==> config.mk <==
export PLATFORM = sky130hd
export DESIGN_NAME = settable_clock_counter
export DESIGN_NICKNAME = d
export VERILOG_FILES = /design/src/rtl/scc_pkg.sv /design/src/rtl/scc_rate.sv /design/src/rtl/scc_core.sv /design/src/rtl/scc_obuf.sv /design/src/rtl/settable_clock_counter.sv
export SDC_FILE = /design/constraint.sdc
export NUM_CORES = 1
export LEC_CHECK = 0
export BUFFER_PORTS_ARGS = -buffer_cell sky130_fd_sc_hd__buf_2
export CAP_MARGIN = 20
export CORE_ASPECT_RATIO = 1.5
export CORE_UTILIZATION = 30
export DETAILED_ROUTE_END_ITERATION = 10
export PLACE_DENSITY = 0.43
export SKIP_LAST_GASP = 1
export SLEW_MARGIN = 25
export SYNTH_ARGS = -nofsm -noshare
export SYNTH_HDL_FRONTEND = slang
export SYNTH_SLANG_ARGS = --single-unit
==> constraint.sdc <==
create_clock -name aclk -period 7.49 [get_ports aclk]
set_clock_uncertainty 0.15 [all_clocks]
set_input_delay 0.3745 -clock aclk [delete_from_list [all_inputs] [get_ports aclk]]
set_output_delay 0.3745 -clock aclk [all_outputs]
set_load 0.05 [all_outputs]
==> src/rtl/scc_pkg.sv <==
// Package for the settable clock counter: constants, payload types, helpers.
// No dependencies; imported by scc_rate, scc_core, scc_obuf and the top level.
package scc_pkg;

    localparam logic [5:0]  SEC_LIMIT  = 6'd60;
    localparam logic [5:0]  MIN_LIMIT  = 6'd60;
    localparam logic [5:0]  HOUR_LIMIT = 6'd24;
    localparam logic [5:0]  HOUR_WRAP  = 6'd24;
    localparam logic [15:0] TPS_RESET  = 16'd1000;
    localparam int          PADDR_W    = 2;
    localparam logic        REG_TPS    = 1'b0;   // word index of ticks_per_second
    localparam logic        MODE_TICK  = 1'b0;
    localparam logic        MODE_BTN   = 1'b1;

    typedef struct packed {
        logic [1:0] pad;
        logic       view_is_min_sec;
        logic       dot_on;
        logic [5:0] right_pair;
        logic [5:0] left_pair;
    } res_t;

    typedef struct packed {
        logic        load;
        logic [15:0] rem_full;
        logic [15:0] rem_half;
    } rem_load_t;

    function automatic logic [5:0] step_field(input logic [5:0] v, input logic up,
                                              input logic down, input logic [5:0] lim);
        logic [5:0] t;
        t = (up && (v < lim)) ? v + 6'd1 : v;
        if (down && (t != 6'd0)) begin
            t = t - 6'd1;
        end
        return t;
    endfunction

endpackage

==> src/rtl/scc_rate.sv <==
// Rate register with APB access, and a shift-subtract unit that recomputes
// the tick counter's remainders after ticks_per_second is written. Uses scc_pkg.
module scc_rate (
    input  logic                        aclk,
    input  logic                        aresetn,
    input  logic                        psel,
    input  logic                        penable,
    input  logic                        pwrite,
    input  logic [scc_pkg::PADDR_W-1:0] paddr,
    input  logic [31:0]                 pwdata,
    output logic [31:0]                 prdata,
    input  logic [15:0]                 tick_count,
    output logic [15:0]                 tps,
    output logic                        busy,
    output scc_pkg::rem_load_t          rem_ld
);
    import scc_pkg::*;

    localparam logic ST_IDLE = 1'b0;
    localparam logic ST_RUN  = 1'b1;

    logic        state_reg, state_next;
    logic [3:0]  cnt_reg, cnt_next;
    logic [15:0] tps_reg, tps_next;
    logic [15:0] dvd_reg, dvd_next;
    logic [15:0] rf_reg, rf_next;
    logic [15:0] rh_reg, rh_next;
    logic [15:0] half;
    logic [16:0] rf_sh, rh_sh, rf_sub, rh_sub;
    logic [15:0] rf_step, rh_step;
    logic        wr;

    assign wr   = psel && penable && pwrite && (paddr[1] == REG_TPS);
    assign half = {1'b0, tps_reg[15:1]};

    assign rf_sh   = {rf_reg, dvd_reg[15]};
    assign rh_sh   = {rh_reg, dvd_reg[15]};
    assign rf_sub  = rf_sh - {1'b0, tps_reg};
    assign rh_sub  = rh_sh - {1'b0, half};
    assign rf_step = (rf_sh >= {1'b0, tps_reg}) ? rf_sub[15:0] : rf_sh[15:0];
    assign rh_step = (rh_sh >= {1'b0, half}) ? rh_sub[15:0] : rh_sh[15:0];

    always_comb begin
        state_next = state_reg;
        cnt_next   = cnt_reg;
        tps_next   = tps_reg;
        dvd_next   = dvd_reg;
        rf_next    = rf_reg;
        rh_next    = rh_reg;
        rem_ld     = '0;
        if (wr) begin
            tps_next   = pwdata[15:0];
            state_next = ST_RUN;
            cnt_next   = 4'd0;
            dvd_next   = tick_count;
            rf_next    = 16'd0;
            rh_next    = 16'd0;
        end else begin
            case (state_reg)
                ST_RUN: begin
                    dvd_next = {dvd_reg[14:0], 1'b0};
                    rf_next  = rf_step;
                    rh_next  = rh_step;
                    cnt_next = cnt_reg + 4'd1;
                    if (cnt_reg == 4'd15) begin
                        state_next      = ST_IDLE;
                        rem_ld.load     = 1'b1;
                        rem_ld.rem_full = (tps_reg == 16'd0) ? 16'd0 : rf_step;
                        rem_ld.rem_half = (half == 16'd0) ? 16'd0 : rh_step;
                    end
                end
                default: begin
                end
            endcase
        end
    end

    always_ff @(posedge aclk) begin
        if (!aresetn) begin
            state_reg <= ST_IDLE;
            cnt_reg   <= 4'd0;
            tps_reg   <= TPS_RESET;
        end else begin
            state_reg <= state_next;
            cnt_reg   <= cnt_next;
            tps_reg   <= tps_next;
        end
        dvd_reg <= dvd_next;
        rf_reg  <= rf_next;
        rh_reg  <= rh_next;
    end

    assign tps    = tps_reg;
    assign busy   = (state_reg == ST_RUN);
    assign prdata = (paddr[1] == REG_TPS) ? {16'd0, tps_reg} : 32'd0;

endmodule

==> src/rtl/scc_core.sv <==
// Time-of-day state: tick counter with remainders, dot, h/m/s and view,
// updated by one tick or button item per cycle. Uses scc_pkg.
module scc_core (
    input  logic               aclk,
    input  logic               aresetn,
    input  logic               in_fire,
    input  logic               mode,
    input  logic [3:0]         btn,        // a_up, a_down, b_up, b_down from bit 0
    input  logic [15:0]        tps,
    input  scc_pkg::rem_load_t rem_ld,
    output logic [15:0]        tick_count,
    output scc_pkg::res_t      res
);
    import scc_pkg::*;

    logic [15:0] tick_reg, tick_next;
    logic [15:0] rf_reg, rf_next;
    logic [15:0] rh_reg, rh_next;
    logic [5:0]  sec_reg, sec_next;
    logic [5:0]  min_reg, min_next;
    logic [4:0]  hour_reg, hour_next;
    logic        view_reg, view_next;
    logic        dot_reg, dot_next;

    logic [15:0] tick_inc, rf_inc, rh_inc, half;
    logic        wrap, half_hit, full_hit, view_t;
    logic [5:0]  sec_t, min_t, hour_t, hour_b;

    assign half     = {1'b0, tps[15:1]};
    assign tick_inc = tick_reg + 16'd1;
    assign rf_inc   = rf_reg + 16'd1;
    assign rh_inc   = rh_reg + 16'd1;
    assign wrap     = (tick_inc == 16'd0);
    assign half_hit = (half != 16'd0) && !wrap && (rh_inc == half);
    assign full_hit = (tps != 16'd0) && !wrap && (rf_inc == tps);
    assign view_t   = (&btn) ? ~view_reg : view_reg;

    always_comb begin
        tick_next = tick_reg;
        rf_next   = rf_reg;
        rh_next   = rh_reg;
        sec_next  = sec_reg;
        min_next  = min_reg;
        hour_next = hour_reg;
        view_next = view_reg;
        dot_next  = dot_reg;
        sec_t     = sec_reg;
        min_t     = min_reg;
        hour_t    = {1'b0, hour_reg};
        hour_b    = {1'b0, hour_reg};
        if (rem_ld.load) begin
            rf_next = rem_ld.rem_full;
            rh_next = rem_ld.rem_half;
        end else if (in_fire && (mode == MODE_TICK)) begin
            dot_next = dot_reg ^ half_hit;
            if (full_hit) begin
                tick_next = 16'd0;
                rf_next   = 16'd0;
                rh_next   = 16'd0;
                sec_t     = sec_reg + 6'd1;
            end else begin
                tick_next = tick_inc;
                rf_next   = (wrap || (tps == 16'd0)) ? 16'd0 : rf_inc;
                rh_next   = (wrap || (half == 16'd0) || half_hit) ? 16'd0 : rh_inc;
            end
            if (sec_t >= SEC_LIMIT) begin
                min_t = min_t + 6'd1;
                sec_t = 6'd0;
            end
            if (min_t >= MIN_LIMIT) begin
                hour_t = hour_t + 6'd1;
                min_t  = 6'd0;
            end
            if (hour_t >= HOUR_WRAP) begin
                hour_t = 6'd0;
            end
            sec_next  = sec_t;
            min_next  = min_t;
            hour_next = hour_t[4:0];
        end else if (in_fire && (mode == MODE_BTN) && (|btn)) begin
            view_next = view_t;
            if (view_t) begin
                sec_next = step_field(sec_reg, btn[0], btn[1], SEC_LIMIT);
                min_next = step_field(min_reg, btn[2], btn[3], MIN_LIMIT);
            end else begin
                min_next  = step_field(min_reg, btn[0], btn[1], MIN_LIMIT);
                hour_b    = step_field({1'b0, hour_reg}, btn[2], btn[3], HOUR_LIMIT);
                hour_next = hour_b[4:0];
            end
        end
    end

    always_ff @(posedge aclk) begin
        if (!aresetn) begin
            tick_reg <= 16'd0;
            rf_reg   <= 16'd0;
            rh_reg   <= 16'd0;
            sec_reg  <= 6'd0;
            min_reg  <= 6'd0;
            hour_reg <= 5'd0;
            view_reg <= 1'b1;
            dot_reg  <= 1'b0;
        end else begin
            tick_reg <= tick_next;
            rf_reg   <= rf_next;
            rh_reg   <= rh_next;
            sec_reg  <= sec_next;
            min_reg  <= min_next;
            hour_reg <= hour_next;
            view_reg <= view_next;
            dot_reg  <= dot_next;
        end
    end

    always_comb begin
        res                 = '0;
        res.view_is_min_sec = view_next;
        res.dot_on          = dot_next;
        res.left_pair       = view_next ? min_next : {1'b0, hour_next};
        res.right_pair      = view_next ? sec_next : min_next;
    end

    assign tick_count = tick_reg;

endmodule

==> src/rtl/scc_obuf.sv <==
// Two-entry result buffer (output register plus skid entry) for the
// result channel. Uses scc_pkg.
module scc_obuf (
    input  logic          aclk,
    input  logic          aresetn,
    input  logic          push,
    input  scc_pkg::res_t push_data,
    output logic          full,
    output logic          m_tvalid,
    input  logic          m_tready,
    output scc_pkg::res_t m_data
);
    import scc_pkg::*;

    logic v0_reg, v0_next, v1_reg, v1_next;
    res_t d0_reg, d0_next, d1_reg, d1_next;
    logic pop;

    assign pop = v0_reg && m_tready;

    always_comb begin
        v0_next = v0_reg;
        v1_next = v1_reg;
        d0_next = d0_reg;
        d1_next = d1_reg;
        if (pop) begin
            if (v1_reg) begin
                d0_next = d1_reg;
                v1_next = push;
                d1_next = push_data;
            end else begin
                v0_next = push;
                d0_next = push_data;
            end
        end else if (push) begin
            if (!v0_reg) begin
                v0_next = 1'b1;
                d0_next = push_data;
            end else begin
                v1_next = 1'b1;
                d1_next = push_data;
            end
        end
    end

    always_ff @(posedge aclk) begin
        if (!aresetn) begin
            v0_reg <= 1'b0;
            v1_reg <= 1'b0;
        end else begin
            v0_reg <= v0_next;
            v1_reg <= v1_next;
        end
        d0_reg <= d0_next;
        d1_reg <= d1_next;
    end

    assign full     = v1_reg;
    assign m_tvalid = v0_reg;
    assign m_data   = d0_reg;

endmodule

==> src/rtl/settable_clock_counter.sv <==
// Settable time-of-day clock. An accepted item's result is registered, in the
// output register or in the skid entry. Throughput: one item per cycle while
// s_tready is high; the two-entry result buffer lets one more item in while a
// result waits. After a ticks_per_second write, the shift-subtract unit holds
// s_tready low while it recomputes the remainders. Reset: synchronous, active
// low; clock 00:00:00, m:s view, dot off, ticks_per_second 1000, result buffer empty.
module settable_clock_counter (
    input  logic                        aclk,
    input  logic                        aresetn,
    input  logic                        s_tvalid,
    output logic                        s_tready,
    input  logic [7:0]                  s_tdata,   // a_up, a_down, b_up, b_down, pad
    input  logic                        s_tuser,   // mode
    output logic                        m_tvalid,
    input  logic                        m_tready,
    output logic [15:0]                 m_tdata,   // left_pair, right_pair, dot_on, pad
    output logic                        m_tuser,   // view_is_min_sec
    input  logic                        psel,
    input  logic                        penable,
    input  logic                        pwrite,
    input  logic [scc_pkg::PADDR_W-1:0] paddr,
    input  logic [31:0]                 pwdata,
    output logic [31:0]                 prdata,
    output logic                        pready
);
    import scc_pkg::*;

    logic      busy, full, in_fire;
    logic [15:0] tps, tick_count;
    rem_load_t rem_ld;
    res_t      res, m_data;

    assign pready   = 1'b1;
    assign s_tready = !busy && !full;
    assign in_fire  = s_tvalid && s_tready;

    scc_rate u_rate (
        .aclk       (aclk),
        .aresetn    (aresetn),
        .psel       (psel),
        .penable    (penable),
        .pwrite     (pwrite),
        .paddr      (paddr),
        .pwdata     (pwdata),
        .prdata     (prdata),
        .tick_count (tick_count),
        .tps        (tps),
        .busy       (busy),
        .rem_ld     (rem_ld)
    );

    scc_core u_core (
        .aclk       (aclk),
        .aresetn    (aresetn),
        .in_fire    (in_fire),
        .mode       (s_tuser),
        .btn        (s_tdata[3:0]),
        .tps        (tps),
        .rem_ld     (rem_ld),
        .tick_count (tick_count),
        .res        (res)
    );

    scc_obuf u_obuf (
        .aclk      (aclk),
        .aresetn   (aresetn),
        .push      (in_fire),
        .push_data (res),
        .full      (full),
        .m_tvalid  (m_tvalid),
        .m_tready  (m_tready),
        .m_data    (m_data)
    );

    assign m_tdata = {3'b000, m_data.dot_on, m_data.right_pair, m_data.left_pair};
    assign m_tuser = m_data.view_is_min_sec;

endmodule

==> results of run 1 <==
-- synth_stat cells, drive strengths merged (10+ instances only) --
cell,instances,area share (%)
nor2b,24,1.2
a21o,18,1.1
buf,39,2.1
a21oi,95,4.0
and3,16,0.83
o21ai,106,4.5
o22ai,11,0.57
inv,42,1.3
nor4,18,1.1
a31oi,16,0.83
edfxtp,44,11
a211oi,18,1.1
and2,23,1.2
mux2i,44,3.6
xnor2,72,5.3
dfxtp,122,20
nor3,45,2.1
mux2,16,1.5
nand4,30,1.7
xor2,54,3.9
nand3,51,2.5
o211ai,10,0.66
nor2,142,4.4
ha,46,4.7
clkbuf,73,2.3
nand2,181,5.6
-- area by class of cell --
type	count	area, sq um	share of cell area (%)
multi-input cells	1210	7760	58.0
flip-flops and latches	166	3760	28.1
well taps	500	626	4.67
repair buffers	86	523	3.91
clock buffers	23	448	3.35
inverters	43	161	1.21
clock inverters	9	104	0.776
-- cells by family after synthesis --
kind of cell,after synthesis
flip-flops,166
other,2
multiplexers,60
AO/OA/AOI/OAI,371
AND/OR/NAND/NOR,585
adder cells (fa/ha/maj),48
XOR/XNOR,126
buffers and inverters,155
-- metal layers --
layer  track usage [%]  wire [um]
met5                 0          0
met4              9.24       1330
met3              2.14        982
met2              37.3      21000
met1              21.2      16200
-- report_power, final --
group	switching (mW)	internal, mW	total (mW)
sequential	0.0890	1.02	1.11
clock	0.390	0.490	0.880
combinational	0.721	0.470	1.19
-- through the flow --
step / instances / total power [mW] / worst slack, ns
after floorplan: 1531 / 2.00 / 3.61
after global routing: 2037 / 3.37 / 2.54
final: 2037 / 3.18 / 2.83
after global placement: 1994 / 2.32 / 2.84
after detailed placement: 1994 / 2.32 / 2.82
after CTS: 2037 / 3.22 / 2.81
-- tightest hold or removal path: cells and delay by family --
family / cells / cell delay [ns]
compound gates: 1 / 0.06
buf+inv: 1 / 0.10
simple gates: 1 / 0.06
-- repair_timing --
| action | in CTS | in global routing |
|---|---|---|
| endpoints found under the setup margin | 0 | 0 |
| hold buffers | 11 | 0 |
| gates resized for setup | 0 | 0 |
| endpoints found under the hold margin | 11 | 0 |
| setup buffers | 0 | 0 |
-- worst paths after layout --
kind,to,slack [ns],depth (start not counted),from
max,u_obuf.m_data[9],2.83,14,u_core.min_reg[4]
min,u_rate.tps[0],0.03,3,pwdata[0]
max reg2reg,u_obuf.m_data[9],2.83,14,u_core.min_reg[4]
min reg2reg,u_core.tick_count[1],0.36,2,u_core.tick_count[1]
==> results by group, run 1 <==
CTS
  • H-tree lvl count: 4
  • Worst-path clk slew: 0.07 ns
  • TritonCTS clock tree: built
  • Deepest clock path buffer count: 2
  • Clock sink count: 166
  • Cts bufs inserted: 17
  • Root Buffer: clkbuf_16
  • Worst-skew pair later-pin latency: 0.46 ns

Timing
  • Slew Viols, Final: 0
  • Tmin final: 4.66 ns
  • Worst rel slew slack: 38.3%
  • RSZ-0062 raised after global routing: false
  • Setup TNS: 0 ns
  • Final Hold Viols: 0
  • Setup-failing EPs final: 0
  • Actual slew at the worst max-slew pin: 0.917 ns
  • Hold slack: 0.0281 ns
  • Peak Freq: 0.214 GHz
  • Final period utilization: 62.3%

Synthesis
  • Netlist cell types: 92
  • Adder-Cell Fraction of Synth Area: 5.08%
  • Async S/R FF share, synth: 0%
  • Synth warn: 0
  • Post-synth EDFFs: 44
  • Post-Synth XOR/XNOR Area: 9.17%
  • Simple-gate share of the synthesized area: 24.2%
  • #FFs+latches synth: 166
  • Synth Area in Compound Gates: 19.6%
  • Mapped cell area: 12,100 sq um
  • Multiplexer share of the synthesized area: 5.15%
  • Sequential area share after synthesis: 31.0%
  • Synth Area per Inst: 8.01 sq um
  • Post-synthesis cell count: 1,513
  • Largest family of logic cells by synthesized area: simple AND/OR/NAND/NOR gates
  • Top FF cell, synth: dfxtp_1

Setup path
  • Slowest CP cell: dfxtp_1
  • Kind of critical path: register to register
  • Crit path max fanout: 15
  • Critical Path Max Stage Delay: 0.73 ns
  • WP buf/inv: 1
  • Top delay family on crit path: compound AO/OA/AOI/OAI gates
  • Critical Path Sink Type: register
  • Critical Path RT: 7.54 ns
  • Worst path cell trace: nand4_1 > nand2_1 > xor2_1 > ha_1 > inv_1 > a2111oi_0 > o22ai_1 > and4_1 > xnor2_1 > a221o_1 > a41oi_1 > a311oi_2 > a21o_1 > mux2_2
  • Arr. time, crit path: 4.72 ns
  • Setup crit start kind: register

GRT
  • Global route total overflow: 0
  • Total track usage: 19.4%
  • Initial antenna violation count: 0
  • First-pass GRT wire length: 61.4 mm
  • Vias in the first global route: 10,700
  • Largest net degree at the start of global routing: 69

Final layout
  • Area Overhead vs Synth: 10.4%
  • Utilization after layout: 33.9%
  • Commonest non-fill, non-tap cell in the layout: nand2_1
  • Ratio of cells with drive above 1 in the final layout: 10.3%
  • # diodes: 0
  • Final net count: 1,622
  • Most frequent cells in the layout: nand2_1 (180), nor2_1 (142), dfxtp_1 (121), o21ai_0 (101), a21oi_1 (94)
  • Fin area: 13,400 sq um
  • Fillers: 4,178

Power and ir drop
  • Leakage: 5.03 nW
  • Pwr Density: 238 nW/um^2
  • IR drop worst, VDD: 0.000170 V

Routing
  • Final ANT Viol Nets: 0
  • Via density: 5.37
  • Initial DRT Pass Iterations: 8
  • Final wirelength: 39.4 mm
  • Routed len/inst: 19.4 um
  • DRC: 11
  • Initial DRC count: 575
  • Vias: 10,900

Floorplanning
  • Initial Utilization: 30.7%
  • Die Y: 248 um
  • Die ar.: 41,200 sq um
  • Row count: 89
  • Total core area: 39,500 sq um
  • Die Wd: 166 um
  • I/O pin cnt: 102

Run
  • Max Cap Viol: 0

Outcome
  • Violated checks: design-rule violations
  • Outcome: finished, violations left

Placement
  • DP Wirelength: 29.0 mm
  • Final RePlAce weighted congestion: 0.869
  • IO Port Bufs: 60
  • Post-DP Area: 12,700 sq um

Min path
  • Worst Hold Class: input port to register
Note: power is estimated with default switching activity, not from simulation.
==> run 2: changes to the inputs <==
--- a/config.mk
+++ b/config.mk
@@ -10,7 +10,7 @@
 export CORE_ASPECT_RATIO = 1.5
 export CORE_UTILIZATION = 30
 export DETAILED_ROUTE_END_ITERATION = 10
-export PLACE_DENSITY = 0.43
+export PLACE_DENSITY = 0.44
 export SKIP_LAST_GASP = 1
 export SLEW_MARGIN = 25
 export SYNTH_ARGS = -nofsm -noshare
==> constraint.sdc (replaced) <==
create_clock -name aclk -period 4.1 [get_ports aclk]
set_clock_uncertainty 0.15 [all_clocks]
set_input_delay 0.205 -clock aclk [delete_from_list [all_inputs] [get_ports aclk]]
set_output_delay 0.205 -clock aclk [all_outputs]
set_load 0.05 [all_outputs]
==> run 2 against run 1 <==
Against the previous run: critical path type unchanged; critical path depth stayed put; fmax is 18% higher; sequential share of layout area shrank 1.5 points; register-to-register slack got worse by 2.7 ns; power rose by 86%; die area is the same; the flow still finishes with violations (design-rule violations); design area grew 5.6%; sequential cell count unchanged.
==> results by group, run 2 (synthesis gave the netlist of run 1 again) <==
Timing
  • Setup TNS: 0 ns (unchanged)
  • Actual slew at the worst max-slew pin: 0.907 ns (was 0.917 ns)
  • Hold slack: 0.135 ns (was 0.0281 ns)
  • Setup-failing EPs final: 0 (unchanged)
  • RSZ-0062 raised after global routing: false (unchanged)
  • Tmin final: 3.95 ns (was 4.66 ns)
  • Final period utilization: 96.2% (was 62.3%)
  • Final worst setup slack: 0.155 ns (was 2.83 ns)
  • Final Hold Viols: 0 (unchanged)
  • Worst rel slew slack: 38.7% (was 38.3%)
  • Peak Freq: 0.253 GHz (was 0.214 GHz)
  • Slew Viols, Final: 0 (unchanged)

CTS
  • Worst-path clk slew: 0.07 ns (about the same)
  • Cts bufs inserted: 17 (unchanged)
  • Root Buffer: clkbuf_16 (unchanged)
  • Clock sink count: 166 (unchanged)
  • Worst-skew pair later-pin latency: 0.46 ns (about the same)
  • Deepest clock path buffer count: 2 (unchanged)
  • TritonCTS clock tree: built (unchanged)
  • H-tree lvl count: 4 (unchanged)

Setup path
  • Crit path max fanout: 4 (was 15)
  • Setup crit start kind: register (unchanged)
  • Kind of critical path: register to register (unchanged)
  • R2r setup slk: 0.15 ns (was 2.83 ns)
  • Worst R2R End: u_obuf.m_data[6] (was u_obuf.m_data[9])
  • Critical Path Sink Type: register (unchanged)
  • Critical Path Source: u_core.rf_reg[0] (was u_core.min_reg[4])
  • Arr. time, crit path: 4.00 ns (was 4.72 ns)
  • Worst-case reg-to-reg path depth: 14 (unchanged)
  • Critical Path RT: 4.15 ns (was 7.54 ns)
  • Beginning of the worst register-to-register path: u_core.rf_reg[0] (was u_core.min_reg[4])

Final layout
  • Area Overhead vs Synth: 16.6% (was 10.4%)
  • Ratio of cells with drive above 1 in the final layout: 15.7% (was 10.3%)
  • Most frequent cells in the layout: nand2_1 (180), nor2_1 (142), dfxtp_1 (118), buf_4 (102), o21ai_0 (101) (was nand2_1 (180), nor2_1 (142), dfxtp_1 (121), o21ai_0 (101), a21oi_1 (94))
  • Commonest non-fill, non-tap cell in the layout: nand2_1 (unchanged)
  • Fillers: 4,176 (was 4,178)
  • # diodes: 0 (unchanged)
  • Fin area: 14,100 sq um (was 13,400 sq um)
  • Final net count: 1,718 (was 1,622)

Placement
  • Dpl ws: 0.0916 ns (was 2.82 ns)
  • DP Wirelength: 30.7 mm (was 29.0 mm)
  • Post-DP Area: 13,400 sq um (was 12,700 sq um)
  • Final RePlAce weighted congestion: 0.885 (was 0.869)
  • IO Port Bufs: 60 (unchanged)

Floorplanning
  • Die Wd: 166 um (unchanged)
  • I/O pin cnt: 102 (unchanged)
  • Die Y: 248 um (unchanged)
  • Die ar.: 41,200 sq um (unchanged)
  • Row count: 89 (unchanged)
  • Initial Utilization: 30.7% (unchanged)
  • Total core area: 39,500 sq um (unchanged)

Min path
  • Worst Hold Class: input port to register (unchanged)
  • Hold depth: 3 (unchanged)
  • Min-Delay Endpoint: u_obuf.full (was u_rate.tps[0])
  • Worst min-delay path startpoint: aresetn (was pwdata[0])

Outcome
  • Violated checks: design-rule violations (unchanged)
  • Outcome: finished, violations left (unchanged)

Power and ir drop
  • Pwr Density: 419 nW/um^2 (was 238 nW/um^2)
  • IR drop worst, VDD: 0.000352 V (was 0.000170 V)
  • Total power: 5.93 mW (was 3.18 mW)
  • Leakage: 5.51 nW (was 5.03 nW)

Routing
  • Initial DRT Pass Iterations: 10 (was 8)
  • DRC: 13 (was 11)
  • Initial DRC count: 609 (was 575)
  • Via density: 5.34 (was 5.37)
  • Final ANT Viol Nets: 0 (unchanged)
  • Vias: 11,400 (was 10,900)
  • Routed len/inst: 19.1 um (was 19.4 um)
  • Final wirelength: 40.8 mm (was 39.4 mm)

GRT
  • Vias in the first global route: 11,200 (was 10,700)
  • First-pass GRT wire length: 64.1 mm (was 61.4 mm)
  • Total track usage: 20.1% (was 19.4%)
  • Global route total overflow: 0 (unchanged)
  • Largest net degree at the start of global routing: 62 (was 69)
  • Initial antenna violation count: 0 (unchanged)

Run
  • Max Cap Viol: 0 (unchanged)
==> run 2: worst max-delay path: stages (launching register included) <==
cell      delay, ns
dfxtp_1        0.34
ha_1           0.21
nand4_1        0.20
nor4_1         0.26
buf_4          0.19
xnor2_1        0.13
nand3_1        0.18
or4b_4         0.61
nor3_4         0.21
buf_4          0.15
nor3_1         0.05
a21o_1         0.23
a221oi_2       0.34
mux2i_1        0.14
mux2_2         0.30
==> run 2: what timing repair did <==
action / CTS / global route
hold endpoints to repair: 18 / 0
setup endpoints to repair: 0 / 32
gates resized for setup: 0 / 7
setup buffers: 0 / 5
hold buffers: 19 / 0
==> run 2: where the power goes <==
group | switching (mW) | internal [mW] | total, mW
Sequential | 0.151 | 1.86 | 2.01
Combinational | 1.38 | 1.00 | 2.38
Clock | 0.755 | 0.779 | 1.53
Total | 2.28 | 3.65 | 5.93
==> run 2: metal layers <==
layer  GRT usage, %  vias to the layer above  share of wire (%)
met1           21.8                     5474                 41
met2           38.3                      224                 52
met4           10.4                        0                4.3
li1               -                     5620                  -
met3           2.38                       71                2.7
met5              0                        -                  0
==> run 2: area by class of cell <==
cell class	instances	area, sq um	share of cell area, %
well taps	500	626	4.43
inverters	43	161	1.14
repair buffers	182	1280	9.03
clock inverters	14	101	0.717
clock buffers	18	429	3.04
flip-flops and latches	166	3770	26.7
multi-input cells	1210	7770	55.0
==> run 2: worst max path at each step <==
| stage | end | slack [ns] | cells after the start |
|---|---|---|---|
| 3_5_place_dp | u_obuf.m_data[6] | 0.09 | 14 |
| 2_1_floorplan | u_obuf.m_data[7] | 0.22 | 12 |
| 3_3_place_gp | u_obuf.m_data[6] | 0.1 | 14 |
| 6_report | u_obuf.m_data[6] | 0.15 | 14 |
| 5_1_grt | u_obuf.m_data[6] | 0.01 | 14 |
| 4_1_cts | u_obuf.m_data[6] | 0.08 | 14 |
==> run 2: metrics by stage <==
step	util [%]	std cells
after floorplan	-	1531
after global placement	33.8	2077
after detailed placement	33.8	2077
after CTS	35.6	2128
after global routing	35.8	2133
final	35.8	2133
